`config.mk`:
```
export PLATFORM = sky130hd
export DESIGN_NAME = sef_col_cell
export DESIGN_NICKNAME = d
export VERILOG_FILES = /design/src/sef_pkg.sv /design/src/sef_col_cell.sv
export SDC_FILE = /design/constraint.sdc
export NUM_CORES = 1
export LEC_CHECK = 0
export ABC_AREA = 1
export BUFFER_PORTS_ARGS = -buffer_cell sky130_fd_sc_hd__buf_4
export CAP_MARGIN = 20
export CORE_UTILIZATION = 45
export DETAILED_ROUTE_END_ITERATION = 8
export PLACE_DENSITY = 0.82
export RECOVER_POWER = 100
export SYNTH_ARGS = -nofsm -noshare
export SYNTH_HDL_FRONTEND = slang
export SYNTH_SLANG_ARGS = --single-unit
```
`constraint.sdc`:
```
create_clock -name clk_i -period 1.6 [get_ports clk_i]
set_clock_uncertainty 0.15 [all_clocks]
set_input_delay 0.08 -clock clk_i [delete_from_list [all_inputs] [get_ports clk_i]]
set_output_delay 0.08 -clock clk_i [all_outputs]
set_load 0.03 [all_outputs]
```
`src/sef_pkg.sv`:
```
`default_nettype none

package sef_pkg;

  localparam int unsigned CH_W       = 8;
  localparam int unsigned NUM_CH     = 3;
  localparam int unsigned IMG_W_W    = 11;
  localparam int unsigned IMG_H_W    = 12;
  localparam int unsigned CFG_IDX_W  = 1;
  localparam int unsigned CFG_DATA_W = 16;

  localparam int unsigned RESET_WIDTH  = 640;
  localparam int unsigned RESET_HEIGHT = 480;

  // result queue behind the window pipeline
  localparam int unsigned FIFO_DEPTH = 4;
  localparam int unsigned FIFO_PTR_W = 2;

  typedef enum logic [CFG_IDX_W-1:0] {
    CFG_IMAGE_WIDTH  = 1'b0,
    CFG_IMAGE_HEIGHT = 1'b1
  } cfg_reg_e;

  // channel 2 is red, 1 green, 0 blue
  typedef logic [NUM_CH-1:0][CH_W-1:0] pixel_t;

  // one column of the 3x3 window
  typedef struct packed {
    pixel_t top;
    pixel_t mid;
    pixel_t bot;
  } column_t;

  typedef struct packed {
    pixel_t px;
    logic   last;
  } result_t;

endpackage

`default_nettype wire

```
`src/sef_col_cell.sv`:
```
`default_nettype none

module sef_col_cell (
  input  logic             clk_i,
  input  logic             rst_ni,
  input  logic             en_i,
  input  sef_pkg::column_t col_i,
  output sef_pkg::column_t col_o
);
  import sef_pkg::*;

  column_t col_q;

  always_ff @(posedge clk_i or negedge rst_ni) begin
    if (!rst_ni) begin
      col_q <= '0;
    end else if (en_i) begin
      col_q <= col_i;
    end
  end

  assign col_o = col_q;

endmodule

`default_nettype wire

```
==> results.md <==
- Startpoint Class: input pin
- Register bit total from synthesis: 72
- Core box area: between 0.005 and 0.006 mm^2
- Max-Cap Viols: 0
- Vias in the first global route: ~3200
- Clk_lat worst skew: approximately 320 ps
- DRC violations left: 0
- Setup TNS: 0 ps
- Status: finished, final reports clean
- Maximum VDD drop: ~540 uV
- Crit Path Class: in2reg
- Final Core Density: about four fifths
- Post_cts resized: 0
- Final wirelength: about 9500 um
- Critical path fanouts, max: 1
- Die width: 80.2 um
- # port buffers: roughly 150
- Post-Synthesis Cells: ~300
- Routed wire per std cell: 15.3 um
- Routed via count: about 3000
- Average size of a mapped cell: 9.04 um^2
- Critical Path Sink Type: flop
- Yosys warning total: 0
- Netlist cell types: 6
- Worst Path Arrival: approximately 1500 ps
- Worst Hold Class: in2reg
- Largest net degree at the start of global routing: 73
- Initial antenna violation count: 0
- CTS tree: built
- Layout cells sized above 1: ~17%
- Via density: 4.84
- Critical Path RT: around 1700 ps
- GRT overflow: 0
- First-pass GRT wire length: between 10000 and 15000 um
- Initial core utilization: between 40% and 50%
- Antenna viol nets, final: 0
- Pwr dens: between 900 and 1000 mW/mm^2
- Routability cong.: 0.738
- Final Cycle Share: between 80 and 90%
- Tmin final: between 1000 and 1500 ps
- 1st-iter DRT viols: around 170
- Post-synthesis cell area: 0.00275 mm^2
- Worst-Margin Slew: 1170 ps
- Pre-antenna DRT Iters: 4
- Share of the yosys chip area belonging to registers: 65.5%
- Root buf cell: clkbuf_8
- Clock Sinks: 72
- Ports: 147
- Final Max Slew Viols: 0
- Clock transition at the registers of the reported paths: approximately 70 ps
- Most common cell after layout, fill and taps aside: nand2_1
- Die area: 0.00642 mm^2
- Detailed Place HPWL: around 4800 um
- Net Count, Synth: roughly 380
- H-tree depth: 3
- Cts bufs inserted: 9
- Final Hold Viols: 0
- Lkg Pwr: ~2.4 nW
- Row Count: 28
- RSZ-0062 raised after global routing: false
- Fmax: 0.701 GHz
- Setup violators final: 0
- Slew HR: approximately 22%
- Antenna cell count: 0
- Layout area overhead: 70.2%
- Nets: about 620
- Height of the die: about 80 um
- GRT Util Overall: between 30% and 40%
- Max reg flops: 72
- Leading cell types in the layout, fill and taps excluded: 216 x nand2_1, 93 x dlygate4sd3_1, 74 x clkbuf_1
- CTS max path bufs: 2
==> stage by stage <==
| stage | power, mW | std cells | area (um^2) | hold slack (ps) | setup WS (ps) |
|---|---|---|---|---|---|
| floorplan | 2.63 | 304 | 2750 | -366 | 721 |
| global placement | 3.09 | 514 | 3850 | -164 | 522 |
| detailed placement | 3.12 | 514 | 3850 | -162 | 447 |
| CTS | 4.66 | 622 | 4970 | 1.27 | 275 |
| global route | 4.74 | 622 | 4680 | 16.6 | 90.5 |
| finish | 4.54 | 622 | 4680 | 19.1 | 174 |
==> area by class of cell <==
cell class	count	area, um^2
clock buffers	12	145
clock inverters	3	42.5
fillers	437	1240
inverters	1	3.75
multi-input cells	216	811
flip-flops and latches	72	1800
well taps	75	93.8
repair buffers	243	1780
==> synthesized netlist by cell type <==
cell,count,area share [%]
nand2_1,216,29
dfrtp_1,72,66
buf_6,8,3.3
buf_2,6,1.1
buf_4,1,0.27
inv_6,1,0.32
==> final timing paths <==
path	start	end	slack, ps	depth (start not counted)
worst min register to register	col_o[39]$_DFFE_PN0P_	col_o[39]$_DFFE_PN0P_	320	2
worst max-delay path	col_i[25]	col_o[25]$_DFFE_PN0P_	170	5
worst min-delay path	en_i	col_o[69]$_DFFE_PN0P_	20	3
max in group asynchronous	rst_ni	col_o[14]$_DFFE_PN0P_	260	3
worst max register to register	col_o[53]$_DFFE_PN0P_	col_o[53]$_DFFE_PN0P_	740	2
min in group asynchronous	rst_ni	col_o[64]$_DFFE_PN0P_	120	2
==> routing by layer <==
layer	vias to the layer above	wire, um	global-route usage [%]
met1	1433	3510	32.4
met3	42	514	7.50
met2	154	5090	58.1
met5	-	0	0
li1	1381	-	-
met4	0	386	16.6
==> report_power, final <==
part | total (mW) | internal (mW) | switching [mW]
registers | 2.08 | 1.98 | 0.103
logic | 1.08 | 0.402 | 0.678
clock network | 1.38 | 0.754 | 0.626
total | 4.54 | 3.14 | 1.41
==> critical path, stage by stage <==
cell	delay (ps)
dlygate4sd3_1	560
buf_4	150
nand2_1	80
dlygate4sd3_1	560
nand2_1	70
==> logic make-up (layout without fill, tap and decap cells) <==
kind of cell / count (synthesis) / count (layout) / synth area share [%]
AND/OR/NAND/NOR: 216 / 216 / 29.5
flip-flops: 72 / 72 / 65.5
buffers and inverters: 16 / 259 / 4.96
==> what timing repair did <==
action / CTS / global route
hold endpoints to repair: 144 / 0
setup buffers: 0 / 0
hold buffers: 93 / 0
No activity file was read; power rests on OpenSTA's default activity.
