## src/sef_pkg.sv

```systemverilog
`default_nettype none

package sef_pkg;

  localparam int unsigned CH_W       = 8;
  localparam int unsigned NUM_CH     = 3;
  localparam int unsigned IMG_W_W    = 11;
  localparam int unsigned IMG_H_W    = 12;
  localparam int unsigned CFG_IDX_W  = 1;
  localparam int unsigned CFG_DATA_W = 16;

  localparam int unsigned RESET_WIDTH  = 640;
  localparam int unsigned RESET_HEIGHT = 480;

  // result queue behind the window pipeline
  localparam int unsigned FIFO_DEPTH = 4;
  localparam int unsigned FIFO_PTR_W = 2;

  typedef enum logic [CFG_IDX_W-1:0] {
    CFG_IMAGE_WIDTH  = 1'b0,
    CFG_IMAGE_HEIGHT = 1'b1
  } cfg_reg_e;

  // channel 2 is red, 1 green, 0 blue
  typedef logic [NUM_CH-1:0][CH_W-1:0] pixel_t;

  // one column of the 3x3 window
  typedef struct packed {
    pixel_t top;
    pixel_t mid;
    pixel_t bot;
  } column_t;

  typedef struct packed {
    pixel_t px;
    logic   last;
  } result_t;

endpackage

`default_nettype wire

```

## src/sef_sobel_ch.sv

```systemverilog
`default_nettype none

module sef_sobel_ch (
  input  logic [2:0][sef_pkg::CH_W-1:0] t_i,   // top row, left to right
  input  logic [sef_pkg::CH_W-1:0]      m0_i,  // middle row, left
  input  logic [sef_pkg::CH_W-1:0]      m2_i,  // middle row, right
  input  logic [2:0][sef_pkg::CH_W-1:0] b_i,   // bottom row, left to right
  output logic [sef_pkg::CH_W-1:0]      res_o
);
  import sef_pkg::*;

  localparam int unsigned SW = CH_W + 2;  // weighted 1,2,1 sum

  logic [SW-1:0]   gy_pos, gy_neg, gx_pos, gx_neg;
  logic [SW:0]     gy, gx;
  logic [CH_W-1:0] gy_c, gx_c;
  logic [CH_W:0]   sum;

  function automatic logic [CH_W-1:0] clamp_byte(input logic [SW:0] v);
    logic [CH_W-1:0] r;
    if (v[SW]) begin
      r = '0;
    end else if (v[SW-1:CH_W] != '0) begin
      r = '1;
    end else begin
      r = v[CH_W-1:0];
    end
    return r;
  endfunction

  always_comb begin
    gy_pos = SW'(t_i[0]) + {1'b0, t_i[1], 1'b0} + SW'(t_i[2]);
    gy_neg = SW'(b_i[0]) + {1'b0, b_i[1], 1'b0} + SW'(b_i[2]);
    gx_pos = SW'(t_i[0]) + {1'b0, m0_i, 1'b0} + SW'(b_i[0]);
    gx_neg = SW'(t_i[2]) + {1'b0, m2_i, 1'b0} + SW'(b_i[2]);
    gy     = {1'b0, gy_pos} - {1'b0, gy_neg};
    gx     = {1'b0, gx_pos} - {1'b0, gx_neg};
    gy_c   = clamp_byte(gy);
    gx_c   = clamp_byte(gx);
    sum    = {1'b0, gy_c} + {1'b0, gx_c};
    res_o  = sum[CH_W:1];
  end

endmodule

`default_nettype wire

```

## config.mk

```make
export PLATFORM = sky130hd
export DESIGN_NAME = sef_sobel_ch
export DESIGN_NICKNAME = d
export VERILOG_FILES = /design/src/sef_pkg.sv /design/src/sef_sobel_ch.sv
export SDC_FILE = /design/constraint.sdc
export NUM_CORES = 1
export LEC_CHECK = 0
export ABC_AREA = 1
export ABC_CLOCK_PERIOD_IN_PS = 5800
export BUFFER_PORTS_ARGS = -buffer_cell sky130_fd_sc_hd__buf_2
export CAP_MARGIN = 20
export CORE_ASPECT_RATIO = 1.75
export CORE_MARGIN = 5
export CORE_UTILIZATION = 50
export DETAILED_ROUTE_END_ITERATION = 7
export PLACE_DENSITY_LB_ADDON = 0.1
export SLEW_MARGIN = 10
export SYNTH_ARGS = -nofsm -noshare
export SYNTH_HDL_FRONTEND = slang
export SYNTH_SLANG_ARGS = --single-unit
```

## constraint.sdc

```tcl
create_clock -name vclk -period 5.8
set_input_delay 0.29 -clock vclk [all_inputs]
set_output_delay 0.29 -clock vclk [all_outputs]
set_load 0.02 [all_outputs]
```

==> results of run 1 <==
==> Yosys cell counts <==
| cell type | number | area share (%) |
|---|---|---|
| a21boi_0 | 1 | 0.25 |
| a21oi_1 | 11 | 1.8 |
| a31oi_1 | 1 | 0.21 |
| and2_1 | 1 | 0.21 |
| clkinv_2 | 1 | 0.16 |
| fa_1 | 63 | 41 |
| ha_1 | 31 | 13 |
| inv_1 | 152 | 19 |
| nand2_1 | 64 | 7.9 |
| nand2_2 | 3 | 0.62 |
| nand2_4 | 1 | 0.37 |
| nand3_1 | 12 | 2.0 |
| nand3_2 | 3 | 0.99 |
| nand3b_1 | 4 | 0.99 |
| nand4_1 | 1 | 0.21 |
| nor2_1 | 20 | 2.5 |
| nor2_2 | 1 | 0.21 |
| nor3_1 | 2 | 0.33 |
| o21a_1 | 1 | 0.25 |
| o21ai_0 | 16 | 2.6 |
| o21ai_2 | 1 | 0.29 |
| o21bai_1 | 2 | 0.49 |
| or2_1 | 3 | 0.62 |
| xnor2_1 | 6 | 1.7 |
| xor2_1 | 8 | 2.3 |
==> worst paths after layout <==
path                     from        to  slack (ns)  depth (start not counted)
worst max-delay path  b_i[20]  res_o[7]        0.57                         24
worst min-delay path  t_i[17]  res_o[2]        1.51                          8
==> layer usage <==
layer,global-route usage (%),vias up
met4,2.60,0
met3,0.298,10
met5,0,-
li1,-,1313
met1,18.0,1194
met2,36.5,44
==> cells in the final DEF (no fill, tap or decap) <==
cell and count:
inv_1 152, xor2_1 8, a21oi_1 11, clkinv_2 1, nand3b_1 4, nand4_1 1, o21ai_2 1, nand2_2 3
nand2_1 64, nor3_1 2, or2_1 3, o21a_1 1, nand3_1 12, o21bai_1 2, nor2_1 20, and2_1 1
a31oi_1 1, nand3_2 3, a21boi_0 1, o21ai_0 16, nand2_4 1, ha_1 31, fa_1 63, nor2_2 1
buf_2 72, xnor2_1 6
==> logic make-up (layout without fill, tap and decap cells) <==
logic type / count (synthesis) / count (layout) / share of synthesized area (%)
xor gates and xnor gates: 14 / 14 / 4.03
and+or+nand+nor: 115 / 115 / 16.9
AOI/OAI and AO/OA: 33 / 33 / 5.93
buffers and inverters: 153 / 225 / 18.9
adders and majority gates: 94 / 94 / 54.2
==> cell type report <==
class,count,area share [%]
multi-input cells,256,70.5
inverters,153,16.5
repair buffers,72,10.3
well taps,78,2.79
==> metrics by stage <==
step | total power [mW] | setup slack, ns | utilization (%) | std cells
2_1_floorplan | 1.57 | 0.989 | - | 409
3_3_place_gp | 2.05 | 0.682 | 59.0 | 559
3_5_place_dp | 2.08 | 0.562 | 59.0 | 559
4_1_cts | 2.09 | 0.555 | 59.0 | 559
5_1_grt | 2.38 | 0.0498 | 59.0 | 559
6_report | 2.05 | 0.571 | 59.0 | 559
==> worst min-delay path: stages <==
cell      delay (ns)
buf_2           0.10
inv_1           0.13
ha_1            0.17
nand3b_1        0.14
nand4_1         0.09
nand2_1         0.10
xor2_1          0.06
buf_2           0.15
==> power by group through the flow <==
stage               Clock [mW]  Combinational [mW]  Sequential (mW)
global placement             0                2.05                0
global route                 0                2.38                0
finish                       0                2.05                0
floorplan                    0                1.57                0
detailed placement           0                2.08                0
CTS                          0                2.09                0
==> results.yml, run 1 <==
finish:
  fillers: 656
  seq_cell_count: 0
  layout-drive-gt1-share_pct: 17.0
  syn2layout_area_growth_pct: 15.1
  insertedDiodeCount: 0
  nClkBuffers: 0
  seqCellArea_um2: 0
  nets: 641
  design_area_mm2: 0.00350
  multiInputGateArea_mm2: 0.00246
outcome:
  outcome: "completed"
timing:
  finalMaxSlewViolations: 0
  timing.final.hold_violations: 0
  max_slew.worst_pin.slew_ns: 0.458
  setup_violations: 0
  min_period_ns: 5.23
  fin_hold_ws_ns: 1.51
  relSlewSlack_pct: 69.2
  fmax_mhz: 191
  min_period_over_period_pct: 90.2
  rsz0062_at_grt: "no"
  tns_ns: 0
die:
  start_util_pct: 51.3
  rows: 37
  die_w_um: 68.9
  die_area_mm2: 0.00780
  fp.dieH_um: 113
  ios: 72
  core_area_mm2: 0.00593
place:
  portBuffers: 72
  post-dp-hpwl_mm: 5.83
  gp_congestion: 0.811
  placed_area_mm2: 0.00350
synth:
  synthCells: 409
  synth_seq_area_share_pct: 0
  synth.distinct_cells: 25
  avgSynthCellArea_um2: 7.43
  synthesis.area_mm2: 0.00304
  yosysWarnings: 0
  syn-num-nets: 567
power_and_ir_drop:
  clkPwrFrac_pct: 0
  leakagePower_nw: 2.18
  power.internal_uw: 785
  seqPwrFrac_pct: 0
  power.density_mw_per_mm2: 587
  ir_drop_v: 0.000485
  combPwrFrac_pct: 100.0
  switching_share_pct: 61.8
  p_switching_mw: 1.27
detailed_routing:
  drc: 0
  num_vias: 2561
  wl_met2_mm: 3.73
  vias_per_cell: 4.58
  first_pass_iters: 4
  highest_layer: "met4"
  wl_per_cell_um: 10.9
  drt_iter0_drc: 85
  drt-met1-wl_mm: 2.03
  wl_mm: 6.08
  antenna_left: 0
  route.met3.wl_um: 207
flow_run:
  max-cap-violations: 0
worst_setup_path:
  cpPeakStageDelay_ns: 0.55
  crit_path_end_kind: "output pin"
  critPathMaxFanout: 7
  critical_path_buf_inv_count: 5
  crit_arrival_ns: 4.94
  start_kind: "input pin"
  worstPathRequired_ns: 5.51
  critical_path.top_delay_family: "adder cells"
  crit_type: "in -> out"
  slowest_stage: "fa_1"
  cp_cell_sequence: "buf_2, inv_1, fa_1, fa_1, inv_1, fa_1, inv_1, ha_1, or2_1, nand3_1, nand2_1, nand2_1, nand2_1, nand2_1, o21ai_0, fa_1, o21ai_0, a21oi_1, nor2_1, nor2_1, nor2_1, nor2_1, o21bai_1, buf_2"
global_routing:
  grt_max_degree: 9
  antenna_found_initial: 0
  grt_pass1_wl_mm: 10.8
  grt_pass1_vias: 2705
  overflow: 0
  grt_usage_pct: 17.4
clock_network:
  postCtsSetupRepairBufs: 0
  cts-resized-gates: 0
  hold_buffers: 0
min_path:
  hold_path_class: "in -> out"
Note: power is estimated with default switching activity, not from simulation.
==> run 2: changes to the inputs <==
--- a/config.mk
+++ b/config.mk
@@ -5,11 +5,10 @@
 export SDC_FILE = /design/constraint.sdc
 export NUM_CORES = 1
 export LEC_CHECK = 0
-export ABC_AREA = 1
 export ABC_CLOCK_PERIOD_IN_PS = 5800
 export BUFFER_PORTS_ARGS = -buffer_cell sky130_fd_sc_hd__buf_2
 export CAP_MARGIN = 20
-export CORE_ASPECT_RATIO = 1.75
+export CORE_ASPECT_RATIO = 0.75
 export CORE_MARGIN = 5
 export CORE_UTILIZATION = 50
 export DETAILED_ROUTE_END_ITERATION = 7
==> run 2 against run 1 <==
  * Hold slack gained 0.057 ns
  * Critical path depth shrank 2
  * Combinational power grew 7%
  * Largest power group unchanged
==> results.yml, run 2 <==
outcome:
  outcome: "completed"
place:
  portBuffers: 72
  gp_congestion: 0.919
  placed_area_mm2: 0.00336
  post-dp-hpwl_mm: 5.43
finish:
  design_area_mm2: 0.00344
  layout_common_cells: "inv_1 (121), buf_2 (72), fa_1 (60)"
  nClkBuffers: 0
  layout_commonest_cell: "inv_1"
  fillers: 499
  nets: 568
  layout-drive-gt1-share_pct: 23.3
  seq_cell_count: 0
  insertedDiodeCount: 0
  finalCoreUtilization_pct: 62.9
  syn2layout_area_growth_pct: 19.6
  seqCellArea_um2: 0
detailed_routing:
  first_pass_iters: 4
  wl_per_cell_um: 12.1
  antenna_left: 0
  drt_iter0_drc: 127
  num_vias: 2242
  drc: 0
  wl_mm: 5.84
  vias_per_cell: 4.64
synth:
  synth_common_cells: "inv_1 (121), fa_1 (63), ha_1 (31)"
  syn-num-nets: 488
  yosys.area.top_type: "fa_1"
  synthCells: 330
  synthAdderAreaFrac_pct: 57.4
  post-synth-top-count-cell: "inv_1"
  synth_xor_area_share_pct: 4.27
  synth_top_family_by_area: "adder cells"
  ys_top_cells_by_area: "fa_1 (44%), inv_1 (16%), ha_1 (13%)"
  synth.distinct_cells: 30
  synth_mux_area_share_pct: 0
  yosysWarnings: 0
  synthesis.area_mm2: 0.00287
  synth.top_cell.area_share_pct: 43.9
  synth-simple-area-share_pct: 4.83
  synth_seq_area_share_pct: 0
  avgSynthCellArea_um2: 8.71
  synth_compound_area_share_pct: 17.7
die:
  core_area_mm2: 0.00547
  die_w_um: 97.5
  rows: 23
  fp.dieH_um: 75.7
  start_util_pct: 52.6
  ios: 72
  die_area_mm2: 0.00738
global_routing:
  grt_usage_pct: 16.6
  grt_max_degree: 9
  antenna_found_initial: 0
  overflow: 0
  grt_pass1_wl_mm: 10.3
  grt_pass1_vias: 2284
timing:
  finalMaxSlewViolations: 0
  min_period_over_period_pct: 95.7
  relSlewSlack_pct: 64.3
  setup_violations: 0
  min_period_ns: 5.55
  tns_ns: 0
  timing.final.hold_violations: 0
  fmax_mhz: 180
  max_slew.worst_pin.slew_ns: 0.531
worst_setup_path:
  start_kind: "input pin"
  crit_path_end_kind: "output pin"
  crit_type: "in -> out"
  crit_arrival_ns: 5.26
  critPathMaxFanout: 7
  worstPathRequired_ns: 5.51
min_path:
  hold_path_class: "in -> out"
power_and_ir_drop:
  leakagePower_nw: 1.95
  power.density_mw_per_mm2: 638
  combPwrFrac_pct: 100.0
  clkPwrFrac_pct: 0
  seqPwrFrac_pct: 0
  power.internal_uw: 934
  switching_share_pct: 57.4
  p_switching_mw: 1.26
  ir_drop_v: 0.00113
clock_network:
  hold_buffers: 0
flow_run:
  max-cap-violations: 0
run 2: changes by cell type in the layout (fill, tap and decap cells not counted), sizes merged, moves of 3 or more:
cell / change
or2: -3
o21a: +16
a21o: +8
inv: -31
nand2: -62
nand3: -13
nor2: -8
buf: +6
nand3b: -4
a211oi: +8
run 2: power by group through the flow:
stage / sequential, mW / clock [mW] / combinational (mW)
floorplan: 0 / 0 / 1.52
global route: 0 / 0 / 2.44
detailed placement: 0 / 0 / 2.04
finish: 0 / 0 / 2.19
CTS: 0 / 0 / 2.08
global placement: 0 / 0 / 2.03
run 2: final cells by class:
cell class | instances | area [um2] | area share (%)
multi-input cells | 209 | 2480 | 72.2
well taps | 75 | 93.8 | 2.73
repair buffers | 78 | 409 | 11.9
inverters | 121 | 454 | 13.2
run 2: routing by layer:
layer	vias up	global-route usage [%]	wire, um
li1	1169	-	-
met1	1021	26.6	2970
met2	50	26.4	2560
met3	2	1.01	295
met4	0	0	20
met5	-	0	0
run 2: worst paths after layout:
check	slack [ns]	startpoint	end	cells past startpoint
worst min-delay path	1.57	t_i[17]	res_o[2]	7
worst max-delay path	0.25	b_i[2]	res_o[7]	22
run 2: worst max-delay path, cell delays in order:
cell	delay (ns)
buf_2	0.10
inv_1	0.06
fa_1	0.51
fa_1	0.53
fa_1	0.55
fa_2	0.42
a211oi_2	0.26
o21ai_1	0.12
a211oi_2	0.32
xnor2_1	0.16
nor2_1	0.08
a22oi_2	0.21
buf_6	0.16
o21a_1	0.11
ha_2	0.31
a21oi_2	0.13
o21ai_1	0.08
a21o_1	0.18
a21o_1	0.19
a21o_1	0.17
a21o_1	0.16
buf_2	0.15
run 2: through the flow:
step | instances | power [mW] | hold slack [ns] | setup WS, ns
2_1_floorplan | 330 | 1.52 | 1.26 | 0.265
5_1_grt | 483 | 2.44 | 1.62 | -0.0383
6_report | 483 | 2.19 | 1.57 | 0.251
4_1_cts | 481 | 2.08 | 1.52 | 0.0604
3_5_place_dp | 481 | 2.04 | 1.52 | -0.101
3_3_place_gp | 481 | 2.03 | 1.52 | 0.124
run 2: cells by family after synthesis:
logic type | after synthesis
AND/OR/NAND/NOR | 30
adder cells (fa/ha/maj) | 94
XOR/XNOR | 14
AO/OA/AOI/OAI | 71
buffers and inverters | 121
run 2: timing repair:
| action | 4_1_cts | 5_1_grt |
|---|---|---|
| gates resized for setup | 3 | 18 |
| pin swaps | 0 | 8 |
| endpoints found under the setup margin | 2 | 6 |
| buffers inserted | 0 | 2 |
